**src/hw/rtl/fcc_pkg.sv**
```systemverilog
// types, codes and constants shared by the flash command controller
package fcc_pkg;

  localparam int PAGE_BYTES = 128;
  localparam int PAGE_SHIFT = $clog2(PAGE_BYTES);

  localparam int REG_ADDR_W = 16;
  localparam int WORD_W     = 32;
  localparam int MEM_ADDR_W = 24;
  localparam int FLASH_AW   = 16;
  localparam int LEN_W      = 25;
  localparam int DATA_W     = 64;
  localparam int OFFSET_W   = 23;
  localparam int OP_W       = 8;

  localparam int S_TDATA_W = 152;
  localparam int M_TDATA_W = 136;
  localparam int S_TUSER_W = 2;
  localparam int M_TUSER_W = 4;

  typedef enum logic [1:0] {
    KIND_STATUS_READ  = 2'd0,
    KIND_CMD_WRITE    = 2'd1,
    KIND_DMA_TO_FLASH = 2'd2,
    KIND_DMA_TO_MEM   = 2'd3
  } kind_t;

  typedef enum logic [2:0] {
    ACT_NONE       = 3'd0,
    ACT_READ_DATA  = 3'd1,
    ACT_ERASE      = 3'd2,
    ACT_PROGRAM    = 3'd3,
    ACT_STATUS_DMA = 3'd4,
    ACT_ARRAY_READ = 3'd5,
    ACT_IGNORED    = 3'd6
  } action_t;

  typedef enum logic [4:0] {
    MODE_IDLE    = 5'b00001,
    MODE_READ    = 5'b00010,
    MODE_ERASE   = 5'b00100,
    MODE_PROGRAM = 5'b01000,
    MODE_STATUS  = 5'b10000
  } mode_t;

  localparam logic [OP_W-1:0] CMD_NOP         = 8'h00;
  localparam logic [OP_W-1:0] CMD_PAGE_SELECT = 8'h4b;
  localparam logic [OP_W-1:0] CMD_ERASE_MODE  = 8'h78;
  localparam logic [OP_W-1:0] CMD_ERASE_PAGE  = 8'ha5;
  localparam logic [OP_W-1:0] CMD_PROG_MODE   = 8'hb4;
  localparam logic [OP_W-1:0] CMD_EXECUTE     = 8'hd2;
  localparam logic [OP_W-1:0] CMD_STATUS_MODE = 8'he1;
  localparam logic [OP_W-1:0] CMD_READ_MODE   = 8'hf0;

  localparam logic [DATA_W-1:0] STATUS_ERASE_MODE = 64'h1111800800c20000;
  localparam logic [DATA_W-1:0] STATUS_ERASE_PAGE = 64'h1111800400c20000;
  localparam logic [DATA_W-1:0] STATUS_STATUS     = 64'h1111800100c20001;
  localparam logic [DATA_W-1:0] STATUS_READ       = 64'h11118004f0000000;

  typedef struct packed {
    kind_t                  kind;
    logic [REG_ADDR_W-1:0]  reg_address;
    logic [WORD_W-1:0]      cmd_value;
    logic [WORD_W-1:0]      byte_mask;
    logic [MEM_ADDR_W-1:0]  mem_address;
    logic [FLASH_AW-1:0]    flash_address;
    logic [LEN_W-1:0]       xfer_length;
  } in_item_t;

  typedef struct packed {
    logic                   error;
    action_t                action;
    logic [DATA_W-1:0]      data_word;
    logic [OFFSET_W-1:0]    flash_offset;
    logic [MEM_ADDR_W-1:0]  mem_pointer;
    logic [LEN_W-1:0]       out_length;
  } result_t;

endpackage

```
**src/hw/rtl/flash_command_controller.sv**
```systemverilog
// flash command controller top level: streams, config register and pipeline
// an accepted request waits in the input reg, and its result is then registered in the result reg
// one request per cycle while the output is not stalled; state updates as each request leaves the input reg
// a stalled output holds its result while the input reg can still take one request
// rst (sync, active high) sets idle mode, clears status, page offset, staging pointer
// rst also sets flash_enabled to 1 and empties both pipeline registers
module flash_command_controller (
  input  logic                            clk,
  input  logic                            rst,
  input  logic                            s_tvalid,
  output logic                            s_tready,
  // reg_address, cmd_value, byte_mask, mem_address, flash_address, xfer_length, zero pad
  input  logic [fcc_pkg::S_TDATA_W-1:0]   s_tdata,
  // kind
  input  logic [fcc_pkg::S_TUSER_W-1:0]   s_tuser,
  output logic                            m_tvalid,
  input  logic                            m_tready,
  // data_word, flash_offset, mem_pointer, out_length
  output logic [fcc_pkg::M_TDATA_W-1:0]   m_tdata,
  // error, action
  output logic [fcc_pkg::M_TUSER_W-1:0]   m_tuser,
  input  logic                            cfg_valid,
  output logic                            cfg_ready,
  input  logic                            cfg_data
);

  logic              flash_enabled;
  fcc_pkg::in_item_t s_item;
  fcc_pkg::in_item_t item;
  logic              item_valid;
  logic              out_ready;
  logic              advance;
  fcc_pkg::result_t  core_result;
  fcc_pkg::result_t  result;
  logic              accessed;

  assign cfg_ready = 1'b1;

  always_ff @(posedge clk) begin
    if (rst) begin
      flash_enabled <= 1'b1;
    end else if (cfg_valid && cfg_ready) begin
      flash_enabled <= cfg_data;
    end
  end

  assign s_item.kind          = fcc_pkg::kind_t'(s_tuser[1:0]);
  assign s_item.reg_address   = s_tdata[15:0];
  assign s_item.cmd_value     = s_tdata[47:16];
  assign s_item.byte_mask     = s_tdata[79:48];
  assign s_item.mem_address   = s_tdata[103:80];
  assign s_item.flash_address = s_tdata[119:104];
  assign s_item.xfer_length   = s_tdata[144:120];

  assign advance = item_valid && out_ready;

  fcc_in_stage u_in_stage (
    .clk        (clk),
    .rst        (rst),
    .s_valid    (s_tvalid),
    .s_ready    (s_tready),
    .s_item     (s_item),
    .item_valid (item_valid),
    .item       (item),
    .take       (advance)
  );

  fcc_core u_core (
    .clk           (clk),
    .rst           (rst),
    .flash_enabled (flash_enabled),
    .advance       (advance),
    .item          (item),
    .result        (core_result),
    .accessed      (accessed)
  );

  fcc_out_stage u_out_stage (
    .clk       (clk),
    .rst       (rst),
    .load      (item_valid),
    .result_in (core_result),
    .ready     (out_ready),
    .m_valid   (m_tvalid),
    .m_ready   (m_tready),
    .result    (result)
  );

  assign m_tdata = {result.out_length, result.mem_pointer, result.flash_offset,
                    result.data_word};
  assign m_tuser = {result.action, result.error};

  a_advance_gives_result: assert property (@(posedge clk) disable iff (rst)
    advance |=> m_tvalid)
    else $error("result register not loaded after a request advanced");

  a_accept_fills_input: assert property (@(posedge clk) disable iff (rst)
    (s_tvalid && s_tready) |=> item_valid)
    else $error("accepted request did not reach the input register");

  a_accessed_sticky: assert property (@(posedge clk) disable iff (rst)
    accessed |=> accessed)
    else $error("accessed flag cleared without reset");

  a_error_no_action: assert property (@(posedge clk) disable iff (rst)
    (m_tvalid && result.error) |-> (result.action == fcc_pkg::ACT_NONE))
    else $error("rejected access carries an action");

endmodule

```
**src/hw/rtl/fcc_in_stage.sv**
```systemverilog
// input register holding one request ahead of the decode
module fcc_in_stage (
  input  logic              clk,
  input  logic              rst,
  input  logic              s_valid,
  output logic              s_ready,
  input  fcc_pkg::in_item_t s_item,
  output logic              item_valid,
  output fcc_pkg::in_item_t item,
  input  logic              take
);

  assign s_ready = !item_valid || take;

  always_ff @(posedge clk) begin
    if (rst) begin
      item_valid <= 1'b0;
    end else if (s_ready) begin
      item_valid <= s_valid;
    end
    if (s_valid && s_ready) begin
      item <= s_item;
    end
  end

endmodule

```
**src/hw/rtl/fcc_core.sv**
```systemverilog
// command decode, chip state registers and result forming
module fcc_core (
  input  logic              clk,
  input  logic              rst,
  input  logic              flash_enabled,
  input  logic              advance,
  input  fcc_pkg::in_item_t item,
  output fcc_pkg::result_t  result,
  output logic              accessed
);

  fcc_pkg::mode_t                    mode, mode_next;
  logic [fcc_pkg::DATA_W-1:0]        status_reg, status_reg_next;
  logic [fcc_pkg::OFFSET_W-1:0]      page_offset, page_offset_next;
  logic [fcc_pkg::MEM_ADDR_W-1:0]    staging_pointer, staging_pointer_next;
  logic                              accessed_next;

  logic                              rejected;
  logic [fcc_pkg::WORD_W-1:0]        cmd;
  logic [fcc_pkg::OP_W-1:0]          op;
  logic [fcc_pkg::OFFSET_W-1:0]      page_sel;

  assign rejected = !flash_enabled || (item.reg_address != '0);
  assign cmd      = item.cmd_value & item.byte_mask;
  assign op       = cmd[fcc_pkg::WORD_W-1 -: fcc_pkg::OP_W];
  assign page_sel = fcc_pkg::OFFSET_W'(cmd[15:0]) << fcc_pkg::PAGE_SHIFT;

  always_comb begin
    mode_next            = mode;
    status_reg_next      = status_reg;
    page_offset_next     = page_offset;
    staging_pointer_next = staging_pointer;
    accessed_next        = accessed;
    result               = '0;
    result.action        = fcc_pkg::ACT_NONE;

    unique case (item.kind)
      fcc_pkg::KIND_STATUS_READ: begin
        if (rejected) begin
          result.error = 1'b1;
        end else begin
          accessed_next    = 1'b1;
          result.action    = fcc_pkg::ACT_READ_DATA;
          result.data_word = {32'd0, status_reg[63:32]};
        end
      end
      fcc_pkg::KIND_CMD_WRITE: begin
        if (rejected) begin
          result.error = 1'b1;
        end else begin
          accessed_next = 1'b1;
          unique case (op)
            fcc_pkg::CMD_NOP: begin
            end
            fcc_pkg::CMD_PAGE_SELECT: begin
              page_offset_next = page_sel;
            end
            fcc_pkg::CMD_ERASE_MODE: begin
              mode_next       = fcc_pkg::MODE_ERASE;
              status_reg_next = fcc_pkg::STATUS_ERASE_MODE;
            end
            fcc_pkg::CMD_ERASE_PAGE: begin
              page_offset_next = page_sel;
              status_reg_next  = fcc_pkg::STATUS_ERASE_PAGE;
            end
            fcc_pkg::CMD_PROG_MODE: begin
              mode_next = fcc_pkg::MODE_PROGRAM;
            end
            fcc_pkg::CMD_EXECUTE: begin
              if (mode == fcc_pkg::MODE_ERASE) begin
                result.action       = fcc_pkg::ACT_ERASE;
                result.flash_offset = page_offset;
                result.out_length   = fcc_pkg::LEN_W'(fcc_pkg::PAGE_BYTES);
              end else if (mode == fcc_pkg::MODE_PROGRAM) begin
                result.action       = fcc_pkg::ACT_PROGRAM;
                result.flash_offset = page_offset;
                result.mem_pointer  = staging_pointer;
                result.out_length   = fcc_pkg::LEN_W'(fcc_pkg::PAGE_BYTES);
              end
              mode_next = fcc_pkg::MODE_IDLE;
            end
            fcc_pkg::CMD_STATUS_MODE: begin
              mode_next       = fcc_pkg::MODE_STATUS;
              status_reg_next = fcc_pkg::STATUS_STATUS;
            end
            fcc_pkg::CMD_READ_MODE: begin
              mode_next       = fcc_pkg::MODE_READ;
              status_reg_next = fcc_pkg::STATUS_READ;
            end
            default: begin
              result.action = fcc_pkg::ACT_IGNORED;
            end
          endcase
        end
      end
      fcc_pkg::KIND_DMA_TO_FLASH: begin
        if (mode == fcc_pkg::MODE_PROGRAM) begin
          staging_pointer_next = item.mem_address;
        end else begin
          result.action = fcc_pkg::ACT_IGNORED;
        end
      end
      fcc_pkg::KIND_DMA_TO_MEM: begin
        if (mode == fcc_pkg::MODE_STATUS) begin
          result.action      = fcc_pkg::ACT_STATUS_DMA;
          result.data_word   = status_reg;
          result.mem_pointer = item.mem_address;
        end else if (mode == fcc_pkg::MODE_READ) begin
          result.action       = fcc_pkg::ACT_ARRAY_READ;
          result.flash_offset = fcc_pkg::OFFSET_W'({item.flash_address, 1'b0});
          result.mem_pointer  = item.mem_address;
          result.out_length   = item.xfer_length;
        end else begin
          result.action = fcc_pkg::ACT_IGNORED;
        end
      end
      default: begin
        result.action = fcc_pkg::ACT_IGNORED;
      end
    endcase
  end

  always_ff @(posedge clk) begin
    if (rst) begin
      mode            <= fcc_pkg::MODE_IDLE;
      status_reg      <= '0;
      page_offset     <= '0;
      staging_pointer <= '0;
      accessed        <= 1'b0;
    end else if (advance) begin
      mode            <= mode_next;
      status_reg      <= status_reg_next;
      page_offset     <= page_offset_next;
      staging_pointer <= staging_pointer_next;
      accessed        <= accessed_next;
    end
  end

endmodule

```
**src/hw/rtl/fcc_out_stage.sv**
```systemverilog
// result register on the output stream
module fcc_out_stage (
  input  logic             clk,
  input  logic             rst,
  input  logic             load,
  input  fcc_pkg::result_t result_in,
  output logic             ready,
  output logic             m_valid,
  input  logic             m_ready,
  output fcc_pkg::result_t result
);

  assign ready = !m_valid || m_ready;

  always_ff @(posedge clk) begin
    if (rst) begin
      m_valid <= 1'b0;
    end else if (ready) begin
      m_valid <= load;
    end
    if (load && ready) begin
      result <= result_in;
    end
  end

endmodule
```
**config.mk**
```make
export PLATFORM = sky130hd
export DESIGN_NAME = flash_command_controller
export DESIGN_NICKNAME = d
export VERILOG_FILES = /design/src/hw/rtl/fcc_pkg.sv /design/src/hw/rtl/flash_command_controller.sv /design/src/hw/rtl/fcc_in_stage.sv /design/src/hw/rtl/fcc_core.sv /design/src/hw/rtl/fcc_out_stage.sv
export SDC_FILE = /design/constraint.sdc
export NUM_CORES = 1
export LEC_CHECK = 0
export BUFFER_PORTS_ARGS = -buffer_cell sky130_fd_sc_hd__buf_2
export CORE_MARGIN = 3
export CORE_UTILIZATION = 40
export CTS_BUF_LIST = sky130_fd_sc_hd__clkbuf_16
export DETAILED_ROUTE_END_ITERATION = 10
export HOLD_SLACK_MARGIN = 0.02
export PLACE_DENSITY = 0.63
export SYNTH_ARGS = -nofsm -noshare
export SYNTH_HDL_FRONTEND = slang
export SYNTH_SLANG_ARGS = --single-unit
```
**constraint.sdc**
```tcl
create_clock -name clk -period 17.45 [get_ports clk]
set_input_delay 1.745 -clock clk [delete_from_list [all_inputs] [get_ports clk]]
set_output_delay 1.745 -clock clk [all_outputs]
set_load 0.1 [all_outputs]
```
==> flow_metrics.tcl, run 1 <==
set metrics [dict create \
    cp_max_fo 4 \
    slew-limit-headroom_pct 28.8 \
    multi_input_area_um2 2090 \
    clockBufferDepth 3 \
    avgViaCountPerCell 4.64 \
    cts_sinks 271 \
    dr_wl_met2_mm 9.48 \
    grtUsageTotal_pct 14.2 \
    gp_congestion 0.784 \
    power_uw 1450 \
    top_layer_used "met5" \
    ant_nets 0 \
    synth-main-ff-cell "edfxtp_1" \
    drtIter0Drc 341 \
    crit_path_start_kind "primary input" \
    wl_met3_mm 1.66 \
    grt-ovfl-total 0 \
    max_freq_mhz 231 \
    fin_cells 1274 \
    regArea_um2 7600 \
    design_area_um2 12200 \
    syn_area_um2 10000 \
    finalCritPeriodShare_pct 24.8 \
    ys.warnings.count 0 \
    row_count 57 \
    rsz0062_at_grt "false" \
    drv_cap 0 \
    tightestPinTransition_ns 1.07 \
    hold_violations 0 \
    dp_hpwl_mm 12.8 \
    hp-class "flop to flop" \
    drc_errors 0 \
    drt-met1-wl_mm 8.09 \
    cts-htree-levels 1 \
    finClkSkew_ns 0.0189 \
    dr_total_vias 5916 \
    avgSynthCellArea_um2 14.6 \
    placed_cell_area_um2 11400 \
    startpoint "m_tready" \
    status "finished, final reports clean" \
    first_global_vias 5738 \
    n_antenna_cell 0 \
    peakVddDrop_uv 80.8 \
    grt_max_degree 86 \
    place_inst 1223 \
    dr.pass1.iters 4 \
    cp.arrival_ns 2.58 \
    clk-insertion-delay-late_ns 0.53 \
    clkTransAtPathRegs_ns 0.05 \
    synthToLayoutAreaGrowth_pct 21.8 \
    clock-root-buffer "clkbuf_16" \
    synth_cell_types 45 \
    setup_violations 0 \
    largest-register "u_in_stage.item" \
    die_x_um 165 \
    antenna_found_initial 2 \
    synth_edf_count 217 \
    postSynthCellCount 689 \
    synth_most_common_cell "edfxtp_1" \
    whs_ns 0.447 \
    fin_crit_ns 4.33 \
    start_util_pct 41.0 \
    post-cts-setup-buffer-count 0 \
    cts_buffers 28 \
    synth_top_cell_by_area "edfxtp_1" \
    hold_buffers 0 \
    p_per_area_nw_per_um2 118 \
    ys_seq_elements 271 \
    layout.nets 1093 \
    placeableCoreArea_um2 24500 \
    slew_viol_final 0 \
    wire_per_inst_um 15.5 \
    io_pins 303 \
    synth_top_area_share_pct 64.8 \
    yosys-top-cells-count "edfxtp_1 (217), nand2_1 (84), buf_4 (56), dfxtp_1 (54), a21oi_1 (53)" \
    largest_reg_flops 131 \
    ys_seq_area_share_pct 75.6 \
    cts_tree "done" \
    async_flop_share_pct 0 \
    port_buffers 235 \
    fillers 2198 \
    holdCritStartpoint "u_core.page_offset[17]$_SDFFE_PP0P_" \
    die_area_um2 27100 \
    end_kind "output port" \
    cts_resized 0 \
    drt_wl_total_mm 19.7 \
    leakagePower_uw 0.00474 \
    grt_pass1_wl_mm 30.3 \
    drive_gt1_share_pct 30.9 \
    cp.required_ns 15.70 \
    reg2reg_from "u_out_stage.m_valid$_SDFFE_PP0P_" \
    ys_top_cells_by_area "edfxtp_1 (65%), dfxtp_1 (11%), buf_4 (4.2%)" \
    totalNegativeSetupSlack_ns 0 \
    die_h_um 165 \
    path_class "primary input to output port" \
    reg_top3 "u_in_stage.item (131), u_out_stage.result (86), u_core.staging_pointer (24)" \
]
[layout make-up]
type | count | area share (%)
Sequential cell | 271 | 62.1
Multi-Input combinational cell | 378 | 17.1
Timing Repair Buffer | 245 | 10.2
Clock buffer | 29 | 5.93
Tap cell | 324 | 3.31
Clock inverter | 22 | 1.24
Inverter | 5 | 0.153
[layout by cell type, fill, tap and decap left out, types with 3 or more instances in the layout]
master and instances:
a21oi_1 53, a22o_1 36, and2_1 49, and3_1 3, buf_2 235, buf_4 10, clkbuf_16 29, clkinv_1 5
clkinv_2 7, conb_1 44, dfxtp_1 54, edfxtp_1 217, ha_1 4, inv_1 11, nand2_1 84, nand3_1 24
nand3b_1 3, nand4_1 5, nor2_1 20, nor3_1 7, nor4_1 3, o21ai_0 7, or3_1 3
[worst paths after layout]
kind,end,slack [ns],cells past startpoint
worst max-delay path,s_tready,13.12,4
worst min register to register,u_core.page_offset[17]$_SDFFE_PP0P_,0.45,2
worst max register to register,u_core.staging_pointer[18]$_SDFFE_PP0P_,14.68,7
worst min-delay path,u_core.page_offset[17]$_SDFFE_PP0P_,0.45,2
[per-layer routing]
layer	vias up	track usage [%]
met2	221	24.2
li1	2900	-
met5	-	0
met4	4	3.77
met1	2756	17.8
met3	35	4.16
[through the flow]
step	utilization [%]	setup WS [ns]
CTS	49.9	13.12
finish	49.9	13.12
detailed placement	46.3	13.11
global placement	46.3	13.12
floorplan	-	10.32
global route	49.9	13.05
[power breakdown]
group          switching [uW]  internal [uW]  total [uW]
Combinational             133           20.3         154
Clock                     233            328         561
Sequential               7.61            726         734
Total                     374           1070        1450
[cells by family after synthesis]
kind of cell / share of synthesized area, %
mux: 0.0996
other cells: 0.0747
compound gates: 7.05
xor+xnor: 0.262
buf+inv: 5.38
flops: 75.6
fa+ha+maj: 0.498
simple gates: 11.0
[critical path: stages]
cell and delay (ns):
buf_2 0.10, nor2b_1 0.31, nand2_1 0.12, buf_2 0.31
(Power assumes the default switching activity.)
==> run 2, diff against run 1 <==
--- a/config.mk
+++ b/config.mk
@@ -5,13 +5,14 @@
 export SDC_FILE = /design/constraint.sdc
 export NUM_CORES = 1
 export LEC_CHECK = 0
+export ABC_AREA = 1
 export BUFFER_PORTS_ARGS = -buffer_cell sky130_fd_sc_hd__buf_2
 export CORE_MARGIN = 3
 export CORE_UTILIZATION = 40
 export CTS_BUF_LIST = sky130_fd_sc_hd__clkbuf_16
 export DETAILED_ROUTE_END_ITERATION = 10
 export HOLD_SLACK_MARGIN = 0.02
-export PLACE_DENSITY = 0.63
+export PLACE_DENSITY = 0.62
 export SYNTH_ARGS = -nofsm -noshare
 export SYNTH_HDL_FRONTEND = slang
 export SYNTH_SLANG_ARGS = --single-unit
==> constraint.sdc (replaced) <==
create_clock -name clk -period 4.3 [get_ports clk]
set_input_delay 0.43 -clock clk [delete_from_list [all_inputs] [get_ports clk]]
set_output_delay 0.43 -clock clk [all_outputs]
set_load 0.1 [all_outputs]
==> run 2 against run 1 <==
Against the previous run: critical path type is now flop to flop; critical path depth is 3 higher; synthesized cell count is 27% higher; largest power group unchanged; hold slack worse by 0.40 ns.
==> flow_metrics.tcl, run 2 <==
set metrics [dict create \
    cts_tree "done" \
    largest-register "u_in_stage.item" \
    leakagePower_uw 0.00560 \
    clockBufferDepth 3 \
    placed_cell_area_um2 12000 \
    grt_max_degree 64 \
    first_global_vias 6562 \
    cp.arrival_ns 2.95 \
    grt_pass1_wl_mm 33.8 \
    drtIter0Drc 362 \
    cts_sinks 271 \
    tightestPinTransition_ns 1.10 \
    syn_area_um2 10700 \
    slew-limit-headroom_pct 26.1 \
    reg2reg_from "u_out_stage.m_valid$_SDFFE_PP0P_" \
    ys.warnings.count 0 \
    design_area_um2 13000 \
    clock-root-buffer "clkbuf_16" \
    p_int_uw 4450 \
    drc_errors 0 \
    final_common_cell "buf_2" \
    grtUsageTotal_pct 14.7 \
    synth_top_cell_by_area "edfxtp_1" \
    synth_cell_types 35 \
    postSynthCellCount 877 \
    totalNegativeSetupSlack_ns 0 \
    dr.pass1.iters 4 \
    finalCritPeriodShare_pct 57.4 \
    dp_hpwl_mm 14.6 \
    worst_slack_ns 1.83 \
    synthToLayoutAreaGrowth_pct 20.8 \
    ant_nets 0 \
    place_inst 1418 \
    synth_top_area_share_pct 60.6 \
    p_per_area_nw_per_um2 465 \
    ys_seq_elements 271 \
    power_switching_uw 1580 \
    fin_crit_ns 2.47 \
    p_comb_share_pct 10.7 \
    reg2regPathDepth 7 \
    status "finished, final reports clean" \
    final_cell_mix "buf_2 (235), edfxtp_1 (217), nand2_1 (131)" \
    cp_max_fo 46 \
    clk-insertion-delay-late_ns 0.55 \
    synth_edf_count 217 \
    antenna_found_initial 3 \
    fin_cells 1479 \
    gp_congestion 0.798 \
    synth-main-ff-cell "edfxtp_1" \
    die_h_um 170 \
    slew_viol_final 0 \
    yosys-top-cells-count "edfxtp_1 (217), nand2_1 (131), inv_1 (112), nor2_1 (95), buf_4 (57)" \
    row_count 59 \
    clkTransAtPathRegs_ns 0.06 \
    port_buffers 235 \
    drive_gt1_share_pct 30.3 \
    endpoint "u_core.staging_pointer[11]$_SDFFE_PP0P_" \
    post-cts-setup-buffer-count 0 \
    path_class "flop to flop" \
    io_pins 303 \
    end_kind "flop" \
    layout.nets 1281 \
    power_frac_clock_pct 40.0 \
    startpoint "u_out_stage.m_valid$_SDFFE_PP0P_" \
    drv_cap 0 \
    start_util_pct 41.0 \
    finClkSkew_ns 0.0140 \
    synth_most_common_cell "edfxtp_1" \
    hp-class "primary input to flop" \
    reg_top3 "u_in_stage.item (131), u_out_stage.result (86), u_core.staging_pointer (24)" \
    avgViaCountPerCell 4.55 \
    placeableCoreArea_um2 26200 \
    dr_total_vias 6729 \
    cts-htree-levels 1 \
    grt-ovfl-total 0 \
    p_sw_share_pct 26.2 \
    drt_wl_total_mm 22.0 \
    place_ws_ns 1.57 \
    die_area_um2 28900 \
    avgSynthCellArea_um2 12.3 \
    reg2reg_slack_ns 1.83 \
    power_frac_seq_pct 49.3 \
    ys_top_cells_by_area "edfxtp_1 (61%), dfxtp_1 (10%), nand2_1 (4.6%)" \
    cts_resized 0 \
    cts_buffers 31 \
    rsz0062_at_grt "false" \
    setup_violations 0 \
    max_freq_mhz 405 \
    cp.required_ns 4.78 \
    power_uw 6030 \
    hold_violations 0 \
    wire_per_inst_um 14.9 \
    r2r_end "u_core.staging_pointer[11]$_SDFFE_PP0P_" \
    largest_reg_flops 131 \
    peakVddDrop_uv 293 \
    async_flop_share_pct 0 \
    fillers 2338 \
    die_x_um 170 \
    ys_seq_area_share_pct 70.7 \
    crit_path_start_kind "flop" \
]
==> run 2: changes by cell type in the layout (fill, tap and decap cells not counted), moves of 10 or more <==
| cell | previous run | this run |
|---|---|---|
| a21oi_1 | 53 | 42 |
| inv_1 | 11 | 119 |
| o21ai_0 | 7 | 27 |
| a22o_1 | 36 | 0 |
| nand2_1 | 84 | 131 |
| a21oi_2 | 0 | 10 |
| nor2_1 | 20 | 95 |
| o22ai_2 | 0 | 23 |
| and2_1 | 49 | 0 |
==> run 2: worst max-delay path: stages, from the launching register on <==
cell,delay (ns)
dfxtp_1,0.33
nand2_1,0.14
nand2_4,0.12
inv_4,0.42
nand2_1,0.24
nor2_4,0.78
o21ai_0,0.18
a21oi_1,0.17
==> run 2: power by group through the flow <==
| stage | clock network [uW] | registers [uW] | logic (uW) |
|---|---|---|---|
| floorplan | 0 | 3250 | 327 |
| finish | 2410 | 2980 | 645 |
| global placement | 0 | 3030 | 647 |
| global route | 2610 | 2980 | 679 |
| detailed placement | 0 | 3030 | 649 |
| CTS | 2490 | 2980 | 650 |
==> run 2: per-layer routing <==
metal	global-route usage, %	share of wire, %
met3	3.72	7.8
met5	0	0.059
met1	19.0	42
met4	4.55	2.8
met2	24.5	47
==> run 2: kinds of logic (layout without fill, tap and decap cells) <==
group | Yosys count | in the layout | share of synthesized area, %
simple gates | 290 | 290 | 12.1
flops | 271 | 271 | 70.7
buf+inv | 195 | 418 | 9.25
compound gates | 115 | 115 | 7.42
fa+ha+maj | 4 | 4 | 0.466
other cells | 2 | 46 | 0.0699
==> run 2: worst min-delay path by stage <==
stage	from	endpoint	cells after the start
global route	s_tdata[140]	u_in_stage.item[20]$_DFFE_PP_	1
CTS	s_tdata[102]	u_in_stage.item[63]$_DFFE_PP_	1
detailed placement	u_core.status_reg[56]$_SDFFE_PP0P_	u_core.status_reg[56]$_SDFFE_PP0P_	2
global placement	u_core.status_reg[56]$_SDFFE_PP0P_	u_core.status_reg[56]$_SDFFE_PP0P_	2
finish	s_tdata[89]	u_in_stage.item[50]$_DFFE_PP_	1
floorplan	u_core.status_reg[56]$_SDFFE_PP0P_	u_core.status_reg[56]$_SDFFE_PP0P_	2
==> run 2: area by class of cell <==
type,count,area (um^2),area share (%)
flip-flops and latches,271,7600,58.5
multi-input cells,453,2320,17.9
repair buffers,242,1240,9.58
clock buffers,31,776,5.98
inverters,118,449,3.46
well taps,335,419,3.23
clock inverters,27,169,1.30
diodes,2,5.00,0.0386
==> run 2: timing repair <==
action / CTS / global route
endpoints found under the setup margin: 0 / 0
hold endpoints to repair: 0 / 1
hold buffers: 0 / 1
==> run 2: stage by stage <==
step	hold slack, ns	util, %
2_1_floorplan	0.430	-
3_3_place_gp	0.440	45.9
3_5_place_dp	0.444	45.9
4_1_cts	0.0233	49.5
5_1_grt	0.0240	49.5
6_report	0.0483	49.5
==> run 3, diff against run 2 <==
==> constraint.sdc (replaced) <==
create_clock -name clk -period 2.5 [get_ports clk]
set_input_delay 0.25 -clock clk [delete_from_list [all_inputs] [get_ports clk]]
set_output_delay 0.25 -clock clk [all_outputs]
set_load 0.1 [all_outputs]
==> run 3 against run 2 <==
Against the previous run: cell area is 11% higher; global-route usage grew 1.7 points; largest cell class unchanged; power rose by 73%; final cell count increased by 8.9%; sequential share of layout area decreased by 5.6 points; hold slack gained 0.016 ns; critical endpoint is now u_out_stage.result[40]$_DFFE_PP_; non-clock buffer count grew 137; largest power group unchanged; fmax rose by 23%; sequential power increased by 72%; critical path depth unchanged.
==> flow_metrics.tcl, run 3 (synthesized netlist as in run 2, its figures left out) <==
set metrics [dict create \
    status "finished, final reports clean" \
    leakagePower_uw 0.00613 \
    end_kind "flop" \
    cts-htree-levels 1 \
    cp_slowest_cell "edfxtp_1" \
    final_cell_mix "buf_2 (235), edfxtp_1 (217), dlygate4sd3_1 (135)" \
    ant_nets 0 \
    hold_violations 0 \
    die_x_um 170 \
    max_freq_mhz 499 \
    clockBufferDepth 3 \
    grt-ovfl-total 0 \
    path_class "flop to flop" \
    slew_viol_final 0 \
    layout.nets 1416 \
    cp.required_ns 2.88 \
    cts_tree "done" \
    grt_max_degree 87 \
    design_area_um2 14400 \
    clkTransAtPathRegs_ns 0.06 \
    slew-limit-headroom_pct 38.1 \
    clock-root-buffer "clkbuf_16" \
    dp_hpwl_mm 14.5 \
    crit_chain "inv_1, ha_1, nand4_2, nor2_2, nand2_2, buf_4, o22ai_1" \
    drv_cap 0 \
    largest-register "u_in_stage.item" \
    largest_reg_flops 131 \
    post-cts-setup-buffer-count 0 \
    cts_sinks 271 \
    place_ws_ns 0.477 \
    tightestPinTransition_ns 0.926 \
    grt_pass1_wl_mm 37.9 \
    antenna_found_initial 1 \
    placeableCoreArea_um2 26200 \
    fin_crit_ns 2.01 \
    first_global_vias 7425 \
    cts_buffers 29 \
    hold_buffers 135 \
    cts_resized 0 \
    drc_errors 0 \
    peakVddDrop_uv 523 \
    totalNegativeSetupSlack_ns 0 \
    path_delay_family "simple AND/OR/NAND/NOR gates" \
    die_h_um 170 \
    finalCritPeriodShare_pct 80.2 \
    gp_congestion 0.776 \
    row_count 59 \
    drt_wl_total_mm 24.0 \
    crit_buf_inv 2 \
    start_util_pct 41.0 \
    port_buffers 235 \
    avgViaCountPerCell 4.54 \
    drive_gt1_share_pct 27.6 \
    dr.pass1.iters 7 \
    wire_per_inst_um 14.9 \
    final_common_cell "buf_2" \
    dr_total_vias 7306 \
    p_per_area_nw_per_um2 727 \
    io_pins 303 \
    cp.arrival_ns 2.38 \
    crit_path_start_kind "flop" \
    finClkSkew_ns 0.0152 \
    cp_max_fo 20 \
    synthToLayoutAreaGrowth_pct 33.7 \
    setup_violations 0 \
    rsz0062_at_grt "false" \
    drtIter0Drc 498 \
    worst_slack_ns 0.495 \
    clk-insertion-delay-late_ns 0.55 \
    cp_slowest_stage_delay_ns 0.41 \
    die_area_um2 28900 \
    reg_top3 "u_in_stage.item (131), u_out_stage.result (86), u_core.staging_pointer (24)" \
    grtUsageTotal_pct 16.4 \
    placed_cell_area_um2 12100 \
    hp-class "primary input to flop" \
]
## run 3: cell count changes in the layout (fill, tap and decap cells not counted), sizes merged
cell         delta
dlygate4sd3   +134
inv             -6
buf             +3
clkbuf          -2
clkinvlp        +2
clkinv          +1
diode           -1
## run 3: power by group
part	leakage, uW	internal, uW	total (uW)	switching (uW)
Sequential	0.00255	5060	5120	55.4
Clock	0.000453	2310	4040	1730
Combinational	0.00313	301	1290	989
Total	0.00613	7680	10400	2770
## run 3: metrics by stage
stage / total power (uW) / hold WS [ns] / std cells / util [%]
floorplan: 6160 / 0.349 / 919 / -
global placement: 6330 / 0.427 / 1421 / 46.2
detailed placement: 6340 / 0.428 / 1421 / 46.2
CTS: 10600 / 0.0468 / 1609 / 54.8
global route: 10800 / 0.0789 / 1610 / 54.8
finish: 10400 / 0.0641 / 1610 / 54.8
## run 3: final cells by class
cell class	instances	area [um^2]
sequential	271	7600
multi-input combinational	453	2330
clock inverter	24	173
clock buffer	29	726
antenna	1	2.50
timing repair buffer	379	2660
fill	2180	11800
inverter	118	450
tap	335	419
## run 3: per-layer routing
layer,track usage [%],part of all wire [%]
met5,0,0
met4,4.87,2.8
met3,3.51,6.0
met2,28.2,49
met1,20.9,42
## run 3: final timing paths
check	endpoint	slack [ns]	cells past startpoint	start
worst max-delay path	u_out_stage.result[40]$_DFFE_PP_	0.49	7	u_in_stage.item[146]$_DFFE_PP_
worst min-delay path	u_in_stage.item_valid$_SDFFE_PP0N_	0.06	4	m_tready
worst max register to register	u_out_stage.result[40]$_DFFE_PP_	0.49	7	u_in_stage.item[146]$_DFFE_PP_
worst min register to register	u_core.status_reg[56]$_SDFFE_PP0P_	0.45	2	u_core.status_reg[56]$_SDFFE_PP0P_
## run 3: worst min-delay path: stages
cell	delay, ns
buf_2	0.08
inv_1	0.06
nand3_4	0.10
a21oi_1	0.06
